<file path="src/rtl/pet_pkg.sv">
// ----------------------------------------------------------------------------
// pet_pkg
// Shared codes for the polygon edge table builder: result status and
// winding encodings, and the width of the peak count.
// ----------------------------------------------------------------------------
`default_nettype none

package pet_pkg;

	localparam int PEAK_W = 7;

	localparam logic [1:0] ST_OK  = 2'd0;
	localparam logic [1:0] ST_FEW = 2'd1;
	localparam logic [1:0] ST_OVF = 2'd2;

	localparam logic signed [1:0] WIND_DOWN = 2'sb01;
	localparam logic signed [1:0] WIND_UP   = 2'sb11;

endpackage

`default_nettype wire

</file>
<file path="src/rtl/pet_ram.sv">
// ----------------------------------------------------------------------------
// pet_ram
// Simple dual-port synchronous memory, one write and one registered read.
// ----------------------------------------------------------------------------
`default_nettype none

module pet_ram #(
	parameter int AW = 5,
	parameter int DW = 32
) (
	input  wire logic          clk,
	input  wire logic          we,
	input  wire logic [AW-1:0] waddr,
	input  wire logic [DW-1:0] wdata,
	input  wire logic [AW-1:0] raddr,
	output logic      [DW-1:0] rdata
);

	logic [DW-1:0] mem [2**AW];

	always_ff @(posedge clk) begin
		if (we) begin
			mem[waddr] <= wdata;
		end
	end

	always_ff @(posedge clk) begin
		rdata <= mem[raddr];
	end

endmodule

`default_nettype wire

</file>
<file path="src/rtl/polygon_edge_table_setup.sv">
// ----------------------------------------------------------------------------
// polygon_edge_table_setup
// Builds a sorted edge table for one polygon from a stream of vertices.
// ----------------------------------------------------------------------------
// Input beats carry one vertex each; last_point closes the ring. Vertices
// are taken one per cycle while in_ready is high. After the last vertex,
// in_ready stays low until every result beat of the polygon is taken.
// Each vertex is read back in a ring walk (S_BRD, S_BGET); each kept edge
// is placed by a stable insertion into the edge memory (S_IRD, S_ICMP).
// The peak sweep reads the edge memory once per edge and rescans the
// prefix at each distinct top row. Results then leave one beat at a time
// through S_ERD, S_EGET and S_EWAIT; a stalled receiver simply holds the
// output register.
// An error polygon gives one beat with final_edge set.
// Reset clears the control state; the memories need no clearing, as every
// entry is written before it is read.
// ----------------------------------------------------------------------------
`default_nettype none

module polygon_edge_table_setup
	import pet_pkg::*;
#(
	parameter int MAX_VERTICES = 32,
	parameter int COORD_BITS   = 16
) (
	input  wire logic                         clk,
	input  wire logic                         arst_n,
	input  wire logic                         in_valid,
	output logic                              in_ready,
	input  wire logic signed [COORD_BITS-1:0] point_x,
	input  wire logic signed [COORD_BITS-1:0] point_y,
	input  wire logic                         last_point,
	output logic                              out_valid,
	input  wire logic                         out_ready,
	output logic signed [COORD_BITS-1:0]      top_x,
	output logic signed [COORD_BITS-1:0]      top_y,
	output logic signed [COORD_BITS-1:0]      bottom_x,
	output logic signed [COORD_BITS-1:0]      bottom_y,
	output logic signed [1:0]                 winding,
	output logic signed [COORD_BITS-1:0]      box_left,
	output logic signed [COORD_BITS-1:0]      box_top,
	output logic        [COORD_BITS-1:0]      box_width,
	output logic        [COORD_BITS-1:0]      box_height,
	output logic        [PEAK_W-1:0]          peak_active,
	output logic        [1:0]                 status,
	output logic                              final_edge
);

	localparam int CB   = COORD_BITS;
	localparam int AW   = $clog2(MAX_VERTICES);
	localparam int VC_W = $clog2(MAX_VERTICES + 1);
	localparam int VW   = 2 * CB;
	localparam int EW   = 4 * CB + 1;

	localparam logic [VC_W-1:0] MAX_CNT = VC_W'(MAX_VERTICES);
	localparam logic signed [CB-1:0] C_MAX = {1'b0, {(CB-1){1'b1}}};
	localparam logic signed [CB-1:0] C_MIN = {1'b1, {(CB-1){1'b0}}};

	localparam logic [4:0] S_IN    = 5'd0;
	localparam logic [4:0] S_B0    = 5'd1;
	localparam logic [4:0] S_B1    = 5'd2;
	localparam logic [4:0] S_BRD   = 5'd3;
	localparam logic [4:0] S_BGET  = 5'd4;
	localparam logic [4:0] S_IRD   = 5'd5;
	localparam logic [4:0] S_ICMP  = 5'd6;
	localparam logic [4:0] S_CHK   = 5'd7;
	localparam logic [4:0] S_GRD   = 5'd8;
	localparam logic [4:0] S_GGET  = 5'd9;
	localparam logic [4:0] S_GN    = 5'd10;
	localparam logic [4:0] S_GNG   = 5'd11;
	localparam logic [4:0] S_SRD   = 5'd12;
	localparam logic [4:0] S_SGET  = 5'd13;
	localparam logic [4:0] S_ERD   = 5'd14;
	localparam logic [4:0] S_EGET  = 5'd15;
	localparam logic [4:0] S_EWAIT = 5'd16;
	localparam logic [4:0] S_ERR   = 5'd17;

	logic [4:0]            state_q;
	logic [VC_W-1:0]       vcnt_q, ridx_q, n_q, cnt_q;
	logic                  ovf_q, closing_q, last_q;
	logic [1:0]            err_q;
	logic [AW-1:0]         i_q, j_q;
	logic [VW-1:0]         first_q, prev_q;
	logic [EW-1:0]         e_q;
	logic signed [CB-1:0]  xmin_q, xmax_q, ymin_q, ymax_q, row_q;
	logic [PEAK_W-1:0]     peak_q;

	logic                  v_we;
	logic [AW-1:0]         v_raddr;
	logic [VW-1:0]         v_rdata;
	logic                  e_we;
	logic [AW-1:0]         e_waddr, e_raddr;
	logic [EW-1:0]         e_wdata, e_rdata;

	pet_ram #(.AW(AW), .DW(VW)) u_vtx_ram (
		.clk   (clk),
		.we    (v_we),
		.waddr (vcnt_q[AW-1:0]),
		.wdata ({point_x, point_y}),
		.raddr (v_raddr),
		.rdata (v_rdata)
	);

	pet_ram #(.AW(AW), .DW(EW)) u_edge_ram (
		.clk   (clk),
		.we    (e_we),
		.waddr (e_waddr),
		.wdata (e_wdata),
		.raddr (e_raddr),
		.rdata (e_rdata)
	);

	logic                 in_acc, out_acc;
	logic [VW-1:0]        cur_v;
	logic signed [CB-1:0] px, py, cx, cy;
	logic [EW-1:0]        new_e;
	logic signed [CB-1:0] ne_tx, ne_ty, ne_bx, ne_by;
	logic signed [CB-1:0] ke_tx, ke_ty, md_tx, md_ty, md_by;
	logic                 e_first;
	logic [VC_W-1:0]      i_inc, cnt_new;

	assign in_acc  = in_valid && in_ready;
	assign out_acc = out_valid && out_ready;
	assign in_ready = (state_q == S_IN);

	assign cur_v = (state_q == S_BGET) ? v_rdata : first_q;
	assign px = $signed(prev_q[VW-1:CB]);
	assign py = $signed(prev_q[CB-1:0]);
	assign cx = $signed(cur_v[VW-1:CB]);
	assign cy = $signed(cur_v[CB-1:0]);
	assign new_e = (py < cy) ? {px, py, cx, cy, 1'b0} : {cx, cy, px, py, 1'b1};
	assign ne_tx = $signed(new_e[4*CB:3*CB+1]);
	assign ne_ty = $signed(new_e[3*CB:2*CB+1]);
	assign ne_bx = $signed(new_e[2*CB:CB+1]);
	assign ne_by = $signed(new_e[CB:1]);

	assign ke_tx = $signed(e_q[4*CB:3*CB+1]);
	assign ke_ty = $signed(e_q[3*CB:2*CB+1]);
	assign md_tx = $signed(e_rdata[4*CB:3*CB+1]);
	assign md_ty = $signed(e_rdata[3*CB:2*CB+1]);
	assign md_by = $signed(e_rdata[CB:1]);
	assign e_first = (ke_ty < md_ty) || ((ke_ty == md_ty) && (ke_tx < md_tx));

	assign i_inc   = VC_W'(i_q) + VC_W'(1);
	assign cnt_new = cnt_q + ((md_by > row_q) ? VC_W'(1) : VC_W'(0));

	assign v_we    = in_acc && (vcnt_q < MAX_CNT);
	assign v_raddr = (state_q == S_B0) ? AW'(0) : ridx_q[AW-1:0];

	always_comb begin
		e_we    = 1'b0;
		e_waddr = j_q;
		e_wdata = e_q;
		e_raddr = i_q;
		unique case (state_q)
			S_IRD: begin
				e_raddr = j_q - AW'(1);
				if (j_q == AW'(0)) begin
					e_we = 1'b1;
				end
			end
			S_ICMP: begin
				e_we = 1'b1;
				if (e_first) begin
					e_wdata = e_rdata;
				end
			end
			S_GN:    e_raddr = i_inc[AW-1:0];
			S_SRD:   e_raddr = j_q;
			default: e_raddr = i_q;
		endcase
	end

	always_ff @(posedge clk or negedge arst_n) begin
		if (!arst_n) begin
			state_q   <= S_IN;
			vcnt_q    <= '0;
			n_q       <= '0;
			ovf_q     <= 1'b0;
			closing_q <= 1'b0;
			out_valid <= 1'b0;
			xmin_q    <= C_MAX;
			ymin_q    <= C_MAX;
			xmax_q    <= C_MIN;
			ymax_q    <= C_MIN;
		end else begin
			unique case (state_q)
				S_IN: begin
					if (in_acc) begin
						if (vcnt_q < MAX_CNT) begin
							vcnt_q <= vcnt_q + VC_W'(1);
						end else begin
							ovf_q <= 1'b1;
						end
						if (last_point) begin
							if (ovf_q || (vcnt_q == MAX_CNT)) begin
								err_q   <= ST_OVF;
								state_q <= S_ERR;
							end else begin
								state_q <= S_B0;
							end
						end
					end
				end
				S_B0: state_q <= S_B1;
				S_B1: begin
					first_q   <= v_rdata;
					prev_q    <= v_rdata;
					ridx_q    <= VC_W'(1);
					closing_q <= 1'b0;
					state_q   <= S_BRD;
				end
				S_BRD, S_BGET: begin
					if (state_q == S_BRD && ridx_q < vcnt_q) begin
						state_q <= S_BGET;
					end else begin
						if (state_q == S_BGET) begin
							prev_q <= v_rdata;
							ridx_q <= ridx_q + VC_W'(1);
						end else begin
							closing_q <= 1'b1;
						end
						if (py == cy) begin
							state_q <= (state_q == S_BRD) ? S_CHK : S_BRD;
						end else begin
							e_q <= new_e;
							j_q <= n_q[AW-1:0];
							if (ne_ty < ymin_q) ymin_q <= ne_ty;
							if (ne_by > ymax_q) ymax_q <= ne_by;
							if (ne_tx < xmin_q && ne_tx <= ne_bx) xmin_q <= ne_tx;
							else if (ne_bx < xmin_q) xmin_q <= ne_bx;
							if (ne_tx > xmax_q && ne_tx >= ne_bx) xmax_q <= ne_tx;
							else if (ne_bx > xmax_q) xmax_q <= ne_bx;
							state_q <= S_IRD;
						end
					end
				end
				S_IRD: begin
					if (j_q == AW'(0)) begin
						n_q     <= n_q + VC_W'(1);
						state_q <= closing_q ? S_CHK : S_BRD;
					end else begin
						state_q <= S_ICMP;
					end
				end
				S_ICMP: begin
					if (e_first) begin
						j_q     <= j_q - AW'(1);
						state_q <= S_IRD;
					end else begin
						n_q     <= n_q + VC_W'(1);
						state_q <= closing_q ? S_CHK : S_BRD;
					end
				end
				S_CHK: begin
					if (n_q < VC_W'(2)) begin
						err_q   <= ST_FEW;
						state_q <= S_ERR;
					end else begin
						peak_q  <= PEAK_W'(2);
						i_q     <= '0;
						state_q <= S_GRD;
					end
				end
				S_GRD: state_q <= S_GGET;
				S_GGET: begin
					row_q   <= md_ty;
					state_q <= S_GN;
				end
				S_GN: begin
					if (i_inc < n_q) begin
						state_q <= S_GNG;
					end else begin
						j_q     <= '0;
						cnt_q   <= '0;
						state_q <= S_SRD;
					end
				end
				S_GNG: begin
					if (md_ty == row_q) begin
						i_q     <= i_inc[AW-1:0];
						state_q <= S_GN;
					end else begin
						j_q     <= '0;
						cnt_q   <= '0;
						state_q <= S_SRD;
					end
				end
				S_SRD: state_q <= S_SGET;
				S_SGET: begin
					cnt_q <= cnt_new;
					if (j_q == i_q) begin
						if (PEAK_W'(cnt_new) > peak_q) begin
							peak_q <= PEAK_W'(cnt_new);
						end
						if (i_inc < n_q) begin
							i_q     <= i_inc[AW-1:0];
							state_q <= S_GRD;
						end else begin
							i_q     <= '0;
							state_q <= S_ERD;
						end
					end else begin
						j_q     <= j_q + AW'(1);
						state_q <= S_SRD;
					end
				end
				S_ERD: state_q <= S_EGET;
				S_EGET: begin
					top_x       <= md_tx;
					top_y       <= md_ty;
					bottom_x    <= $signed(e_rdata[2*CB:CB+1]);
					bottom_y    <= md_by;
					winding     <= e_rdata[0] ? WIND_UP : WIND_DOWN;
					box_left    <= xmin_q;
					box_top     <= ymin_q;
					box_width   <= xmax_q - xmin_q;
					box_height  <= ymax_q - ymin_q;
					peak_active <= peak_q;
					status      <= ST_OK;
					final_edge  <= (i_inc == n_q);
					last_q      <= (i_inc == n_q);
					out_valid   <= 1'b1;
					state_q     <= S_EWAIT;
				end
				S_ERR: begin
					top_x       <= '0;
					top_y       <= '0;
					bottom_x    <= '0;
					bottom_y    <= '0;
					winding     <= '0;
					box_left    <= '0;
					box_top     <= '0;
					box_width   <= '0;
					box_height  <= '0;
					peak_active <= '0;
					status      <= err_q;
					final_edge  <= 1'b1;
					last_q      <= 1'b1;
					out_valid   <= 1'b1;
					state_q     <= S_EWAIT;
				end
				S_EWAIT: begin
					if (out_acc) begin
						out_valid <= 1'b0;
						if (last_q) begin
							vcnt_q  <= '0;
							n_q     <= '0;
							ovf_q   <= 1'b0;
							xmin_q  <= C_MAX;
							ymin_q  <= C_MAX;
							xmax_q  <= C_MIN;
							ymax_q  <= C_MIN;
							state_q <= S_IN;
						end else begin
							i_q     <= i_inc[AW-1:0];
							state_q <= S_ERD;
						end
					end
				end
				default: state_q <= S_IN;
			endcase
		end
	end

	a_no_overlap: assert property (@(posedge clk) disable iff (!arst_n)
		!(in_ready && out_valid))
		else $error("input taken while a result is pending");

	a_edges_le_vertices: assert property (@(posedge clk) disable iff (!arst_n)
		n_q <= vcnt_q)
		else $error("edge count exceeds vertex count");

	a_error_is_final: assert property (@(posedge clk) disable iff (!arst_n)
		(out_valid && status != ST_OK) |-> final_edge)
		else $error("error result without final mark");

	a_ready_after_final: assert property (@(posedge clk) disable iff (!arst_n)
		(out_valid && out_ready && final_edge) |=> in_ready)
		else $error("block not ready after last result");

endmodule

`default_nettype wire

</file>
<file path="config.mk">
export PLATFORM = sky130hd
export DESIGN_NAME = polygon_edge_table_setup
export DESIGN_NICKNAME = d
export VERILOG_FILES = /design/src/rtl/pet_pkg.sv /design/src/rtl/pet_ram.sv /design/src/rtl/polygon_edge_table_setup.sv
export SDC_FILE = /design/constraint.sdc
export NUM_CORES = 2
export LEC_CHECK = 0
export BUFFER_PORTS_ARGS = -buffer_cell sky130_fd_sc_hd__buf_2
export CORE_MARGIN = 2
export CORE_UTILIZATION = 55
export DETAILED_ROUTE_END_ITERATION = 6
export PLACE_DENSITY = 0.78
export SYNTH_ARGS = -nofsm -noshare
export SYNTH_HDL_FRONTEND = slang
export SYNTH_HIERARCHICAL = 1
export SYNTH_SLANG_ARGS = --single-unit
</file>
<file path="constraint.sdc">
create_clock -name clk -period 13.8 [get_ports clk]
set_input_delay 0.69 -clock clk [delete_from_list [all_inputs] [get_ports clk]]
set_output_delay 0.69 -clock clk [all_outputs]
set_load 0.02 [all_outputs]
</file>
## Yosys cells after proc, flatten, opt, wreduce, memory -nomap -nowiden

Memories as Yosys holds them, arrays and structs flattened. A register that Yosys moved wholly into a read port is not among the register bits.
Cells that the tools add are included.
W data, S select, Z words.

- $add $sub $neg: 9
- Magnitude comparators: 17
- Equality and inequality tests: 50
- Muxes and demuxes: 115
- Bitwise operators: 2
- Reductions and logical operators: 44

Operators by type and width:

| cell | count |
|---|---|
| $pmux W16 S2 | 12 |
| $mux W16 | 18 |
| $mux W65 | 3 |
| $lt A16 B16 Y1 | 6 |
| $mux W32 | 3 |
| $mux W5 | 19 |
| $pmux W5 S16 | 1 |
| $gt A16 B16 Y1 | 4 |
| $pmux W32 S2 | 1 |
| $mux W6 | 10 |
| $eq A16 B16 Y1 | 3 |
| $ne A2 B2 Y1 const B | 21 |
| $eq A5 B4 Y1 const B | 8 |
| $pmux W6 S3 | 2 |
| $sub A16 B16 Y16 | 2 |
| $reduce_and A6 Y1 | 5 |
| $pmux W7 S2 | 2 |
| $mux W3 | 9 |
| $pmux W5 S5 | 1 |
| $pmux W6 S2 | 2 |
| $mux W7 | 3 |
| $eq A5 B3 Y1 const B | 4 |
| $pmux W5 S4 | 1 |
| $reduce_and A5 Y1 | 4 |
| other kinds (39) | 93 |

- Register bits: 400
- Memory bits (writable): 3104
- Bits of input ports: 37
- Output and inout bits: 142
- Logic and storage cells: 271
- Memories: 2

Memory list:

| name | depth | bits a word | rd ports | clocked after memory_dff | write ports | line | text |
|---|---|---|---|---|---|---|---|
| u_edge_ram.mem | 32 | 65 | 1 | 1 | 1 | pet_ram.sv:19 | `logic [DW-1:0] mem [2**AW];` |
| u_vtx_ram.mem | 32 | 32 | 1 | 1 | 1 | pet_ram.sv:19 |  |

## Longest topological paths before layout

- Depth in word-level cells: 10
- Mapped depth: 30
- Mapped depth without buffers: 24

## Modules after synthesis

Netlist, hierarchy kept.

By module, submodules not included:

| module | instances | cells each | area an instance (um^2) | sequential area each (um^2) |
|---|---|---|---|---|
| pet_ram (u_edge_ram) | 1 | 3147 | 80185.7 | 63761.2 |
| pet_ram (u_vtx_ram) | 1 | 2260 | 40492.6 | 31390.1 |
| polygon_edge_table_setup | 1 | 2165 | 23660.2 | 11571.1 |

## Worst setup path before layout

Ideal clock, no wire load.

- Path kind: register -> register
- Start point: register state_q[2]
- End point: register xmax_q[10]
- Setup time: 0.130 ns
- Arrival: 7.023 ns
- Data required time: 13.670 ns
- Setup slack: 6.648 ns
- Cell stages (with the launch flop): 30
- Buffers on the path: 7
- Period minus slack after synthesis: 7.152 ns
- Cell sequence: dfrtp_1 buf_2 nor3b_2 nand2_1 buf_1 clkbuf_1 mux2i_1 ha_1 nand4_1 nor2_1 or3_4 o41a_1 nor2_2 clkbuf_1 clkbuf_1 o21a_1 inv_1 ha_1 nand3_1 a2111oi_1 o21ai_0 nor4_1 nor4_1 a211oi_2 a31oi_4 or2_1 buf_6 a21o_2 buf_6 o2bb2ai_1

- Cells in the longest elaborated chain, start to end: 10
- Elaborated cells on any way between the ends: 25
- Those cells by class: 4 x order compare; 9 x eq/ne; 7 x mux; 5 x reduce/logical

RTL lines:

| what | line | text |
|---|---|---|
| start, declared | polygon_edge_table_setup.sv:78 | `logic [4:0] state_q;` |
| start signal, assigned | polygon_edge_table_setup.sv:224 | `state_q <= (state_q == S_BRD) ? S_CHK : S_BRD;` |
| start signal, assigned | polygon_edge_table_setup.sv:241 | `state_q <= closing_q ? S_CHK : S_BRD;` |
| start signal, assigned | polygon_edge_table_setup.sv:252 | `state_q <= closing_q ? S_CHK : S_BRD;` |
| $eq A5 B3 Y1 (*) | polygon_edge_table_setup.sv:126 | `assign cur_v = (state_q == S_BGET) ? v_rdata : first_q;` |
| $mux W32 (*) | polygon_edge_table_setup.sv:126 |  |
| $lt A16 B16 Y1 | polygon_edge_table_setup.sv:131 | `assign new_e = (py < cy) ? {px, py, cx, cy, 1'b0} : {cx, cy, px, py, 1'b1};` |
| $mux W65 (*) | polygon_edge_table_setup.sv:131 |  |
| named net new_e[30] | polygon_edge_table_setup.sv:116 | `logic [EW-1:0] new_e;` |
| $ge A16 B16 Y1 | polygon_edge_table_setup.sv:232 | `if (ne_tx > xmax_q && ne_tx >= ne_bx) xmax_q <= ne_tx;` |
| $logic_and A1 B1 Y1 | polygon_edge_table_setup.sv:232 |  |
| $mux W16 | polygon_edge_table_setup.sv:232 |  |
| $mux W16 | polygon_edge_table_setup.sv:223 | `if (py == cy) begin` |
| $mux W16 | polygon_edge_table_setup.sv:214 | `if (state_q == S_BRD && ridx_q < vcnt_q) begin` |
| $pmux W16 S2 | polygon_edge_table_setup.sv:187 | `unique case (state_q)` |
| end signal, assigned | polygon_edge_table_setup.sv:232 |  |
| end signal, assigned | polygon_edge_table_setup.sv:233 | `else if (ne_bx > xmax_q) xmax_q <= ne_bx;` |
| end, declared | polygon_edge_table_setup.sv:85 | `logic signed [CB-1:0] xmin_q, xmax_q, ymin_q, ymax_q, row_q;` |

The timed path passes the listed nets; every way through them passes the cells marked *. The select of a mux whose other input is x is not followed.
A chain may end at the register's enable or synchronous reset.

## Worst setup path in the final report

- Start point: register state_q[0]
- End point: register xmax_q[13]

- Cells in the longest elaborated chain, start to end: 10
- Elaborated cells on any way between the ends: 25
- Those cells by class: 4 x order compare; 9 x eq/ne; 7 x mux; 5 x reduce/logical

RTL lines:

| what | line |
|---|---|
| $eq A5 B3 Y1 (*) | polygon_edge_table_setup.sv:126 |
| $mux W32 (*) | polygon_edge_table_setup.sv:126 |
| $lt A16 B16 Y1 | polygon_edge_table_setup.sv:131 |
| $mux W65 (*) | polygon_edge_table_setup.sv:131 |
| named net new_e[59] | polygon_edge_table_setup.sv:116 |
| $gt A16 B16 Y1 or $ge A16 B16 Y1 (tied branches) | polygon_edge_table_setup.sv:232 |
| $logic_and A1 B1 Y1 (*) | polygon_edge_table_setup.sv:232 |
| $mux W16 | polygon_edge_table_setup.sv:232 |
| $mux W16 | polygon_edge_table_setup.sv:223 |
| $mux W16 | polygon_edge_table_setup.sv:214 |
| $pmux W16 S2 | polygon_edge_table_setup.sv:187 |

Marks and branches as above.

==> metrics.txt <==
# TYPE chip_impl_metric gauge
chip_impl_metric{name="globalplace.congestion",unit=""} 0.9103
chip_impl_metric{name="cts_buffer_depth",unit=""} 4
chip_impl_metric{name="worst-path-max-fanout",unit=""} 94
chip_impl_info{name="holdCritPathClass",value="input pin to register"} 1
chip_impl_metric{name="timing.final.hold_violations",unit=""} 0
chip_impl_metric{name="syn_to_final_growth",unit="%"} 11.75
chip_impl_metric{name="syn_avg_cell_area",unit="sq um"} 19.06
chip_impl_metric{name="multiplexer_fraction_of_the_synthesized_cell_area",unit=""} 0.1502
chip_impl_metric{name="power.ir.vdd_worst",unit="mV"} 0.1331
chip_impl_metric{name="routed-via-count",unit=""} 77720
chip_impl_info{name="cp_top_family",value="simple AND/OR/NAND/NOR gates"} 1
chip_impl_metric{name="synth-seq-area-share",unit=""} 0.7394
chip_impl_metric{name="fmaxAchievable",unit="MHz"} 105.8
chip_impl_metric{name="ctsHtreeMaxLevel",unit=""} 5
chip_impl_info{name="cts_tree",value="done"} 1
chip_impl_info{name="synth.top_cells.by_area",value="sky130_fd_sc_hd__edfxtp_1 71%, sky130_fd_sc_hd__mux4_2 9.5%, sky130_fd_sc_hd__mux2i_1 4.2%"} 1
chip_impl_metric{name="synth.net_count",unit=""} 7834
chip_impl_info{name="root_buffer",value="sky130_fd_sc_hd__clkbuf_16"} 1
chip_impl_metric{name="rrSetupSlack",unit="ns"} 4.34
chip_impl_info{name="status",value="finished, final reports clean"} 1
chip_impl_metric{name="synth_top_area_frac",unit=""} 0.7111
chip_impl_metric{name="die_width",unit="um"} 516.3
chip_impl_metric{name="hold_slack",unit="ns"} 0.1595
chip_impl_metric{name="worstSkewPairLatency",unit="ns"} 0.91
chip_impl_metric{name="place_inst",unit=""} 11070
chip_impl_metric{name="critical_path_buf_inv_count",unit=""} 3
chip_impl_metric{name="worst_setup_hold_path_clk_slew",unit="ns"} 0.06
chip_impl_info{name="timing.critical_path.to_type",value="register"} 1
chip_impl_metric{name="ys_seq_elements",unit=""} 3599
chip_impl_metric{name="globalRoute.totalOverflow",unit=""} 0
chip_impl_info{name="path_class",value="register to register"} 1
chip_impl_metric{name="hpwlAfterDp",unit="mm"} 211.8
chip_impl_metric{name="synth_async_sr_flop_share",unit=""} 0.02334
chip_impl_metric{name="min_period_over_period",unit=""} 0.6852
chip_impl_metric{name="cts_setup_buffers",unit=""} 0
chip_impl_metric{name="worstMarginPinSlew",unit="ns"} 1.253
chip_impl_metric{name="fillerInstances",unit=""} 17330
chip_impl_metric{name="max_slew_margin",unit=""} 0.1625
chip_impl_metric{name="grt_max_degree",unit=""} 123
chip_impl_metric{name="synth_cells",unit=""} 7572
chip_impl_metric{name="yosysWarningCount",unit=""} 6
chip_impl_metric{name="first_pass_iters",unit=""} 6
chip_impl_metric{name="slew_violations",unit=""} 0
chip_impl_metric{name="drt-vias-per-instance",unit=""} 6.628
chip_impl_metric{name="die_area",unit="sq um"} 266500
chip_impl_metric{name="fp.dieH",unit="um"} 516.3
chip_impl_info{name="netlist.top_cell.by_area",value="sky130_fd_sc_hd__edfxtp_1"} 1
chip_impl_metric{name="fp-row-count",unit=""} 188
chip_impl_metric{name="drt_iter0_drc",unit=""} 11310
chip_impl_metric{name="global_route.usage.total",unit=""} 0.2947
chip_impl_metric{name="share_of_the_synthesized_area_in_compound_gates_ao_oa_aoi_oai",unit=""} 0.03642
chip_impl_metric{name="powerDensity",unit="nW/um^2"} 180.3
chip_impl_info{name="crit_path_top_delay_cell",value="sky130_fd_sc_hd__or2_1"} 1
chip_impl_metric{name="final_layout_size_suffix_gt1_frac",unit=""} 0.2168
chip_impl_metric{name="setup-violations-final",unit=""} 0
chip_impl_metric{name="antenna_found_initial",unit=""} 49
chip_impl_metric{name="core_area",unit="sq um"} 261800
chip_impl_metric{name="tns",unit="ns"} 0
chip_impl_metric{name="wire_length_of_the_first_global_routing_pass",unit="mm"} 558.7
chip_impl_metric{name="final.setup_skew",unit="ns"} 0.05634
chip_impl_metric{name="via_count_of_the_first_global_routing_pass",unit=""} 77060
chip_impl_metric{name="cts_repair_resize_count",unit=""} 0
chip_impl_metric{name="start_util",unit=""} 0.5513
chip_impl_metric{name="cpPeakStageDelay",unit="ns"} 0.88
chip_impl_info{name="dominant_combinational_cell_family_by_area_after_synthesis",value="multiplexers"} 1
chip_impl_metric{name="synth_edf_count",unit=""} 3418
chip_impl_metric{name="avgRoutedWirePerCell",unit="um"} 33.68
chip_impl_metric{name="synth-xor-area-share",unit=""} 0.003519
chip_impl_metric{name="syn_area",unit="sq um"} 144300
chip_impl_metric{name="leakagePower",unit="nW"} 54.89
chip_impl_metric{name="yosys.area_share.simple",unit=""} 0.03334
chip_impl_metric{name="num_io_pins",unit=""} 179
chip_impl_metric{name="finish.cell_count_without_fillers",unit=""} 11730
chip_impl_metric{name="arithmetic_cell_share_of_the_synthesized_area_counting_full_adders_half_adders_and_majority_gates",unit=""} 0.01968
chip_impl_info{name="synth_ff_type",value="sky130_fd_sc_hd__edfxtp_1"} 1
chip_impl_metric{name="io_buffers",unit=""} 177
chip_impl_metric{name="clock-sinks",unit=""} 3599
chip_impl_metric{name="critical_path_required",unit="ns"} 14.58
chip_impl_info{name="grt_setup_unrepaired",value="false"} 1
chip_impl_metric{name="layout_nets",unit=""} 8173
chip_impl_metric{name="antenna_left",unit=""} 0
chip_impl_metric{name="synth_cell_type_count",unit=""} 91
chip_impl_metric{name="tritoncts.num_buffers",unit=""} 352
chip_impl_metric{name="route.detailed.drc",unit=""} 0
chip_impl_metric{name="drt-total-wl",unit="mm"} 394.9
chip_impl_metric{name="max_cap_violations",unit=""} 0
chip_impl_metric{name="arrival",unit="ns"} 10.24
chip_impl_info{name="worst_setup_path_start_kind",value="register"} 1
chip_impl_metric{name="period_needed",unit="ns"} 9.456
==> state kept, by name (all words and copies together) (netlist names), 32 cells and up <==
name and flops:
e_q 65, u_vtx_ram/mem 1024, prev_q 32, first_q 32, u_edge_ram/rdata 65, u_vtx_ram/rdata 32
u_edge_ram/mem 2080
==> layout by cell type (no fill, tap or decap), drive strengths merged, types with 43 or more instances in the layout <==
cell,Yosys,routed
edfxtp,3418,3418
mux2i,612,612
mux4,611,611
clkbuf,160,442
buf,201,345
nor2,277,277
nand2,226,226
ha,223,223
a21oi,193,193
inv,180,193
mux2,159,159
nand3,139,139
clkinv,0,130
o21ai,121,121
a22oi,102,102
dfxtp,97,97
nor2b,82,82
nor3,68,68
a22o,65,65
a21o,53,53
dfrtp,52,52
and2,43,43
==> where the power goes <==
| part | switching [mW] | internal [mW] |
|---|---|---|
| registers | 0.450 | 12.6 |
| clock network | 4.08 | 5.61 |
| logic | 3.89 | 2.46 |
==> logic make-up (layout without fill, tap and decap cells) <==
family                     after synthesis  in the layout
AOI/OAI and AO/OA                      768            768
xor gates and xnor gates                58             58
adders and majority gates              226            226
buffers and inverters                  541           1162
DFF                                   3599           3599
muxes                                 1382           1382
other                                    1             18
and+or+nand+nor                        997            997
==> synthesized netlist by cell type (15+ instances only) <==
cell / instances
sky130_fd_sc_hd__edfxtp_1: 3418
sky130_fd_sc_hd__mux2i_1: 612
sky130_fd_sc_hd__mux4_2: 611
sky130_fd_sc_hd__nor2_1: 275
sky130_fd_sc_hd__nand2_1: 226
sky130_fd_sc_hd__ha_1: 223
sky130_fd_sc_hd__a21oi_1: 192
sky130_fd_sc_hd__inv_1: 180
sky130_fd_sc_hd__mux2_2: 159
sky130_fd_sc_hd__clkbuf_1: 158
sky130_fd_sc_hd__nand3_1: 139
sky130_fd_sc_hd__o21ai_0: 116
sky130_fd_sc_hd__a22oi_1: 102
sky130_fd_sc_hd__buf_2: 102
sky130_fd_sc_hd__dfxtp_1: 97
sky130_fd_sc_hd__nor2b_1: 82
sky130_fd_sc_hd__nor3_1: 68
sky130_fd_sc_hd__a22o_1: 65
sky130_fd_sc_hd__a21o_1: 52
sky130_fd_sc_hd__dfrtp_1: 52
sky130_fd_sc_hd__buf_4: 44
sky130_fd_sc_hd__and2_1: 43
sky130_fd_sc_hd__xnor2_1: 41
sky130_fd_sc_hd__a31oi_1: 40
sky130_fd_sc_hd__nand4_1: 38
sky130_fd_sc_hd__dfstp_2: 32
sky130_fd_sc_hd__nand2b_1: 31
sky130_fd_sc_hd__buf_1: 30
sky130_fd_sc_hd__o21a_1: 26
sky130_fd_sc_hd__buf_6: 25
sky130_fd_sc_hd__and3_1: 19
sky130_fd_sc_hd__o2bb2ai_1: 18
sky130_fd_sc_hd__a2bb2oi_1: 17
sky130_fd_sc_hd__xor2_1: 17
sky130_fd_sc_hd__nor4_1: 15
sky130_fd_sc_hd__o32a_1: 15
==> area by class of cell <==
class	instances	area, sq um	area share
well taps	3515	4398	0.02727
clock buffers	442	9487	0.05881
diodes	17	42.54	0.0002637
multi-input cells	3432	35700	0.2213
repair buffers	346	2247	0.01393
flip-flops and latches	3599	106700	0.6616
inverters	180	676.9	0.004196
clock inverters	194	2029	0.01258
==> routing by layer <==
layer  vias up  routed length, um  global-route usage
met1     40060             140700              0.3980
met5         -                247                   0
li1      31280                  -                   -
met4        38              19150              0.1299
met2      5441             183000              0.4539
met3       901              51800             0.07913
==> worst register-to-register path: stages (launching register included) <==
cell	delay (ns)
sky130_fd_sc_hd__dfrtp_1	0.81
sky130_fd_sc_hd__nor2_1	0.32
sky130_fd_sc_hd__nand2_2	0.13
sky130_fd_sc_hd__buf_4	0.49
sky130_fd_sc_hd__mux2i_1	0.25
sky130_fd_sc_hd__ha_1	0.47
sky130_fd_sc_hd__nand4_1	0.19
sky130_fd_sc_hd__nor4_1	0.55
sky130_fd_sc_hd__o21a_1	0.31
sky130_fd_sc_hd__nor4_1	0.07
sky130_fd_sc_hd__buf_4	0.17
sky130_fd_sc_hd__nor2_4	0.50
sky130_fd_sc_hd__buf_4	0.80
sky130_fd_sc_hd__o21ai_0	0.56
sky130_fd_sc_hd__ha_1	0.45
sky130_fd_sc_hd__nand4_1	0.16
sky130_fd_sc_hd__nor3_1	0.06
sky130_fd_sc_hd__and3_1	0.19
sky130_fd_sc_hd__o21ai_0	0.40
sky130_fd_sc_hd__a211oi_2	0.08
sky130_fd_sc_hd__nor4_1	0.33
sky130_fd_sc_hd__nand2_1	0.16
sky130_fd_sc_hd__a31oi_4	0.34
sky130_fd_sc_hd__or2_1	0.88
sky130_fd_sc_hd__a21o_2	0.53
sky130_fd_sc_hd__o2bb2ai_1	0.17
==> final timing paths <==
| kind | startpoint | to | cells after the start |
|---|---|---|---|
| max | state_q[0] | xmax_q[13] | 25 |
| min | out_ready | out_valid | 3 |
| max reg2reg | state_q[0] | xmax_q[13] | 25 |
| min reg2reg | u_vtx_ram/rdata[25] | prev_q[25] | 0 |
| max in group asynchronous | arst_n | ymax_q[4] | 3 |
| min in group asynchronous | arst_n | state_q[1] | 2 |
==> metrics by stage <==
stage	worst slack, ns	instance area, sq um	util	total power [mW]
after global routing	3.709	161300	0.6160	30.04
after floorplan	6.648	144300	-	17.48
final	4.344	161300	0.6161	29.08
after detailed placement	4.586	149700	0.5719	19.44
after CTS	4.575	161300	0.6160	29.07
after global placement	4.694	149700	0.5719	19.30
==> repair_timing <==
item                       in CTS  in global routing
setup endpoints to repair       0                  0
hold buffers                    1                  0
hold endpoints to repair       20                  0
No activity file was read; power rests on OpenSTA's default activity.
